File: config.mk
export PLATFORM = sky130hd
export DESIGN_NAME = indexed_list_engine_top
export DESIGN_NICKNAME = d
export VERILOG_FILES = /design/src/rtl/ile_pkg.sv /design/src/rtl/ile_cell.sv /design/src/rtl/indexed_list_engine_top.sv
export SDC_FILE = /design/constraint.sdc
export NUM_CORES = 2
export LEC_CHECK = 0
export ABC_CLOCK_PERIOD_IN_PS = 11150
export BUFFER_PORTS_ARGS = -buffer_cell sky130_fd_sc_hd__buf_4
export CAP_MARGIN = 25
export CELL_PAD_IN_SITES_DETAIL_PLACEMENT = 0
export CELL_PAD_IN_SITES_GLOBAL_PLACEMENT = 2
export CORE_ASPECT_RATIO = 1.4
export CORE_MARGIN = 3
export CORE_UTILIZATION = 40
export DETAILED_ROUTE_END_ITERATION = 12
export PLACE_DENSITY_LB_ADDON = 0.1
export SLEW_MARGIN = 10
export SYNTH_ARGS = -nofsm -noshare
export SYNTH_HDL_FRONTEND = slang
export SYNTH_SLANG_ARGS = --single-unit
File: constraint.sdc
create_clock -name clk -period 11.15 [get_ports clk]
set_input_delay 0.5575 -clock clk [delete_from_list [all_inputs] [get_ports clk]]
set_output_delay 0.5575 -clock clk [all_outputs]
set_load 0.02 [all_outputs]
File: src/rtl/ile_pkg.sv
// ----------------------------------------------------------------------------
// ile_pkg
// Shared types and codes for the indexed list engine: command and status
// codes, request and response words, and the per-cell control bundle.
// ----------------------------------------------------------------------------
package ile_pkg;

  typedef enum logic [2:0] {
    CMD_INSERT = 3'd0,
    CMD_REMOVE = 3'd1,
    CMD_SET    = 3'd2,
    CMD_GET    = 3'd3,
    CMD_CLEAR  = 3'd4
  } ile_cmd_e;

  typedef enum logic [1:0] {
    ST_OK    = 2'd0,
    ST_RANGE = 2'd1,
    ST_FULL  = 2'd2
  } ile_status_e;

  typedef struct packed {
    logic [2:0]  cmd;
    logic [4:0]  position;
    logic [31:0] write_data;
  } ile_req_t;

  typedef struct packed {
    logic [1:0]  status;
    logic [31:0] read_data;
    logic [4:0]  entry_count;
  } ile_rsp_t;

  // Broadcast to every cell; each flag is already qualified by the range checks.
  typedef struct packed {
    logic ins;
    logic rem;
    logic set;
    logic get;
  } ile_ctrl_t;

endpackage

File: src/rtl/ile_cell.sv
// ----------------------------------------------------------------------------
// ile_cell
// One list slot. Takes its left neighbour on insert, its right neighbour on
// remove, loads the write data when addressed, and folds its entry into the
// read chain on a get.
// ----------------------------------------------------------------------------
module ile_cell #(
  parameter int INDEX      = 0,
  parameter int IW         = 5,
  parameter int DATA_WIDTH = 32
) (
  input  logic                  clk,
  input  ile_pkg::ile_ctrl_t    ctrl,
  input  logic [IW-1:0]         pos,
  input  logic [DATA_WIDTH-1:0] wd,
  input  logic [DATA_WIDTH-1:0] left_data,
  input  logic [DATA_WIDTH-1:0] right_data,
  input  logic [DATA_WIDTH-1:0] rd_in,
  output logic [DATA_WIDTH-1:0] data,
  output logic [DATA_WIDTH-1:0] rd_out
);
  import ile_pkg::*;

  localparam logic [IW-1:0] IDX = IW'(INDEX);

  logic hit;
  assign hit = (pos == IDX);

  always_ff @(posedge clk) begin
    if (ctrl.ins) begin
      if (IDX > pos) begin
        data <= left_data;
      end else if (hit) begin
        data <= wd;
      end
    end else if (ctrl.rem) begin
      // close the gap from the right
      if (IDX >= pos) begin
        data <= right_data;
      end
    end else if (ctrl.set && hit) begin
      data <= wd;
    end
  end

  assign rd_out = rd_in | ((ctrl.get && hit) ? data : '0);

endmodule

File: src/rtl/indexed_list_engine_top.sv
// ----------------------------------------------------------------------------
// indexed_list_engine_top
// Ordered list of up to CAPACITY entries held in a row of shifting cells.
// ----------------------------------------------------------------------------
// Usage:
//   Request channel (req_valid/req_ready/req) carries one command word:
//   insert, remove, set or get at an index, or clear. Response channel
//   (rsp_valid/rsp_ready/rsp) returns one word per request with status,
//   read data (gets only) and the entry count after the command.
//   The response is registered at the edge that accepts the request.
//   Throughput is one request per cycle while the receiver keeps
//   rsp_ready high; every cell shifts or loads in the same cycle.
//   A get reads through an OR chain running along the cells.
//   While a response waits, req_ready follows rsp_ready, so a stalled
//   receiver holds the request side but loses nothing.
//   Reset empties the list (count zero) and drops any pending response;
//   entry contents are not cleared and are never seen before written.
// ----------------------------------------------------------------------------
module indexed_list_engine_top #(
  parameter int CAPACITY   = 16,
  parameter int DATA_WIDTH = 32
) (
  input  logic              clk,
  input  logic              rst,
  input  logic              req_valid,
  output logic              req_ready,
  input  ile_pkg::ile_req_t req,
  output logic              rsp_valid,
  input  logic              rsp_ready,
  output ile_pkg::ile_rsp_t rsp
);
  import ile_pkg::*;

  localparam int CW = $clog2(CAPACITY + 1);
  localparam int IW = (CW > 5) ? CW : 5;

  logic [CW-1:0]         count;
  logic [CW-1:0]         count_next;
  logic [IW-1:0]         pos;
  logic [IW-1:0]         cnt;
  logic [DATA_WIDTH-1:0] wd;
  logic                  accept;
  logic                  full;
  ile_ctrl_t             ctrl;
  logic [1:0]            status_next;

  logic [DATA_WIDTH-1:0] cell_data [CAPACITY];
  logic [DATA_WIDTH-1:0] rd_chain  [CAPACITY+1];

  assign req_ready = !rsp_valid || rsp_ready;
  assign accept    = req_valid && req_ready;
  assign pos       = IW'(req.position);
  assign cnt       = IW'(count);
  assign wd        = DATA_WIDTH'(req.write_data);
  assign full      = (count == CW'(CAPACITY));

  always_comb begin
    ctrl        = '0;
    status_next = ST_OK;
    count_next  = count;
    unique case (req.cmd)
      CMD_INSERT: begin
        if (pos > cnt) begin
          status_next = ST_RANGE;
        end else if (full) begin
          status_next = ST_FULL;
        end else begin
          ctrl.ins   = accept;
          count_next = count + CW'(1);
        end
      end
      CMD_REMOVE: begin
        if (pos >= cnt) begin
          status_next = ST_RANGE;
        end else begin
          ctrl.rem   = accept;
          count_next = count - CW'(1);
        end
      end
      CMD_SET: begin
        if (pos >= cnt) status_next = ST_RANGE;
        else ctrl.set = accept;
      end
      CMD_GET: begin
        if (pos >= cnt) status_next = ST_RANGE;
        else ctrl.get = 1'b1;
      end
      CMD_CLEAR: begin
        count_next = '0;
      end
      default: begin
        status_next = ST_RANGE;
      end
    endcase
  end

  assign rd_chain[0] = '0;

  for (genvar i = 0; i < CAPACITY; i++) begin : g_cell
    logic [DATA_WIDTH-1:0] left_d;
    logic [DATA_WIDTH-1:0] right_d;
    if (i == 0) begin : g_first
      assign left_d = '0;
    end else begin : g_mid_l
      assign left_d = cell_data[i-1];
    end
    if (i == CAPACITY - 1) begin : g_last
      assign right_d = '0;
    end else begin : g_mid_r
      assign right_d = cell_data[i+1];
    end
    ile_cell #(
      .INDEX      (i),
      .IW         (IW),
      .DATA_WIDTH (DATA_WIDTH)
    ) u_cell (
      .clk        (clk),
      .ctrl       (ctrl),
      .pos        (pos),
      .wd         (wd),
      .left_data  (left_d),
      .right_data (right_d),
      .rd_in      (rd_chain[i]),
      .data       (cell_data[i]),
      .rd_out     (rd_chain[i+1])
    );
  end

  always_ff @(posedge clk) begin
    if (rst) begin
      count     <= '0;
      rsp_valid <= 1'b0;
    end else begin
      if (accept) begin
        count     <= count_next;
        rsp_valid <= 1'b1;
      end else if (rsp_ready) begin
        rsp_valid <= 1'b0;
      end
    end
  end

  always_ff @(posedge clk) begin
    if (accept) begin
      rsp.status      <= status_next;
      rsp.read_data   <= 32'(rd_chain[CAPACITY]);
      rsp.entry_count <= 5'(IW'(count_next));
    end
  end

  a_count_bound: assert property (@(posedge clk) disable iff (rst)
    count <= CW'(CAPACITY))
    else $error("entry count above capacity");

  a_accept_rsp: assert property (@(posedge clk) disable iff (rst)
    accept |=> rsp_valid)
    else $error("accepted word gave no response");

  a_clear_empty: assert property (@(posedge clk) disable iff (rst)
    accept && req.cmd == CMD_CLEAR |=> rsp.entry_count == 5'd0 && count == '0)
    else $error("clear left entries behind");

  a_err_no_data: assert property (@(posedge clk) disable iff (rst)
    rsp_valid && rsp.status != ST_OK |-> rsp.read_data == '0)
    else $error("read data on a failed command");

endmodule
==> flow_metrics.env <==
export IMPL_grt_start_max_net_pins=203
export IMPL_ios=85
export IMPL_track_usage_pct=33.9
export IMPL_hold_path_class="in2reg"
export IMPL_num_antenna_cells=0
export IMPL_setup_slack_ns=6.56
export IMPL_ant_nets=0
export IMPL_setup_viol=0
export IMPL_routed_wl_um=135000
export IMPL_cts_setup_buffers=0
export IMPL_h_tree_depth=2
export IMPL_drc_errors=0
export IMPL_finalHoldViolCount=0
export IMPL_antenna_found_initial=1
export IMPL_synthMuxAreaShare_pct=2.05
export IMPL_critPathCaptureType="register"
export IMPL_syn_num_nets=2787
export IMPL_power_density_mw_per_mm2=146
export IMPL_drv_slew=0
export IMPL_drtIter0Drc=3960
export IMPL_clkLatencyLatePin_ns=0.66
export IMPL_vias_per_cell=7.01
export IMPL_io_buffers=84
export IMPL_cts_tree="done"
export IMPL_synth_simple_area_share_pct=14.4
export IMPL_crit_fanout=202
export IMPL_postSynthAreaPerCell_um2=10.7
export IMPL_worstSetupPathType="in2reg"
export IMPL_worst_ep_arrival_time_ns=4.97
export IMPL_synthAdderAreaFrac_pct=0.298
export IMPL_p_leak_nw=12.3
export IMPL_rsz0062_at_grt="false"
export IMPL_first_global_vias=24900
export IMPL_clkSinkCount=557
export IMPL_min_period_over_period_pct=41.1
export IMPL_cts_root_buf="clkbuf_16"
export IMPL_synth_compound_area_share_pct=21.7
export IMPL_place_hpwl_um=75000
export IMPL_tightest_slew_ns=1.17
export IMPL_cts_buffers=61
export IMPL_netlist_area_mm2=0.0294
export IMPL_ys_ff_latch=557
export IMPL_cts_clk_slew_worst_paths_ns=0.07
export IMPL_layout_min_cycle_time_ns=4.59
export IMPL_relSlewSlack_pct=22.1
export IMPL_die_area_mm2=0.0767
export IMPL_wire_per_inst_um=36.6
export IMPL_hold_worst_slack_ns=0.150
export IMPL_layout_common_cells="nand2_1, edfxtp_1, a22oi_1"
export IMPL_synth_edf_count=551
export IMPL_final_fill_count=6759
export IMPL_outcome="complete, no violations"
export IMPL_cts_buffer_depth=3
export IMPL_ir_drop_mv=0.118
export IMPL_synth_cells=2736
export IMPL_cp_top_family="buffers and inverters"
export IMPL_ys_warn_count=0
export IMPL_initial_core_util_pct=40.7
export IMPL_crit_required_ns=11.54
export IMPL_ys_seq_area_share_pct=56.8
export IMPL_async_flop_share_pct=0
export IMPL_vias=25900
export IMPL_fin_util_pct=45.7
export IMPL_synth_xor_area_share_pct=0.0895
export IMPL_cpPeakStageDelay_ns=0.88
export IMPL_drtPass1Iterations=10
export IMPL_die_y_um=327
export IMPL_layout_commonest_cell="nand2_1"
export IMPL_skew_ns=0.0303
export IMPL_cpMostUsedCell="buf_4"
export IMPL_fp_row_count=116
export IMPL_synth_top_family_by_area="compound AO/OA/AOI/OAI gates"
export IMPL_critPathLaunchType="primary input"
export IMPL_yosysUniqueCellTypes=77
export IMPL_max_freq_ghz=0.218
export IMPL_core_area_mm2=0.0721
export IMPL_area_delta_synth_final_pct=12.3
export IMPL_cp_buffers_inverters=4
export IMPL_timing_setup_tns_ns=0
export IMPL_synth_main_ff_cell="edfxtp_1"
export IMPL_preCtsSetupSlack_ns=6.10
export IMPL_slowest_stage="buf_4"
export IMPL_hold_buffers=0
export IMPL_nets=2760
export IMPL_die_x_um=235
export IMPL_drive_gt1_share_pct=11.5
export IMPL_grt_first_pass_wirelength_um=188000
export IMPL_max_cap_violations=0
export IMPL_cts_resized=0
export IMPL_worstPathCellList="buf_4, inv_1, ha_1, nor2b_1, nor2_1, or3_1, nor2_4, buf_12, buf_4, mux2_1"
export IMPL_place_congestion=0.876
export IMPL_grt_ovfl_total=0
-- sequential cells by signal (all words and copies together) (netlist names) --
name / flops
rsp: 39
cnt: 5
g_cell.u_cell.data: 512
rsp_valid: 1
-- layer usage --
layer | share of wire [%] | track usage, % | vias to the layer above
li1 | - | - | 10500
met3 | 9.5 | 6.58 | 520
met2 | 47 | 55.7 | 1832
met1 | 37 | 41.9 | 13100
met5 | 0.010 | 0 | -
met4 | 7.2 | 19.6 | 2
-- stage by stage --
stage	instances	total power, W	cell area (um^2)
final	3698	0.00480	33000
after floorplan	2736	0.00264	29400
after CTS	3697	0.00481	32900
after global routing	3698	0.00492	33000
after global placement	3589	0.00279	31100
after detailed placement	3589	0.00280	31100
-- where the power goes --
group | switching, W | leakage, nW | internal (W)
Combinational | 0.000276 | 6.29 | 0.000142
Clock | 0.000894 | 0.915 | 0.00113
Sequential | 0.0000155 | 5.06 | 0.00234
Total | 0.00119 | 12.3 | 0.00361
-- tightest hold or removal path: stages --
cell     delay, ns
buf_4         0.11
inv_1         0.04
a21oi_1       0.05
-- final timing paths --
check	start	end	slack [ns]	cells after the start
worst max-delay path	req[32]	g_cell[0].u_cell.data[20]	6.56	10
worst min register to register	cnt[1]	cnt[1]	0.51	2
worst max register to register	cnt[4]	g_cell[0].u_cell.data[20]	6.58	9
worst min-delay path	req_valid	rsp_valid	0.15	3
-- cell type report --
type | count | area [um^2] | area share, %
Sequential cell | 557 | 16700 | 50.6
Multi-Input combinational cell | 1854 | 11700 | 35.5
Clock buffer | 78 | 1590 | 4.83
Timing Repair Buffer | 162 | 1250 | 3.79
Tap cell | 944 | 1180 | 3.58
Clock inverter | 30 | 285 | 0.866
Inverter | 73 | 275 | 0.835
-- cell usage after synthesis, types with 25 or more instances --
library cell	instances	share of area, %
clkbuf_1	162	2.1
a21oi_1	47	0.80
nand3_1	45	0.77
mux2_1	32	1.2
and2_1	67	1.4
a221o_1	66	2.3
nor2_1	58	0.74
a222oi_1	84	2.9
inv_1	72	0.92
o21ai_1	25	0.43
nor3_1	28	0.48
buf_2	74	1.3
a22o_1	46	1.4
nand2_1	702	9.0
edfxtp_1	551	56
a22oi_1	472	12
-- kinds of logic (layout without fill, tap and decap cells) --
family | Yosys count | in the layout
adders and majority gates | 7 | 7
buffers and inverters | 325 | 343
xor gates and xnor gates | 3 | 3
DFF | 557 | 557
and+or+nand+nor | 973 | 973
AOI/OAI and AO/OA | 815 | 815
muxes | 56 | 56
(Power assumes the default switching activity.)
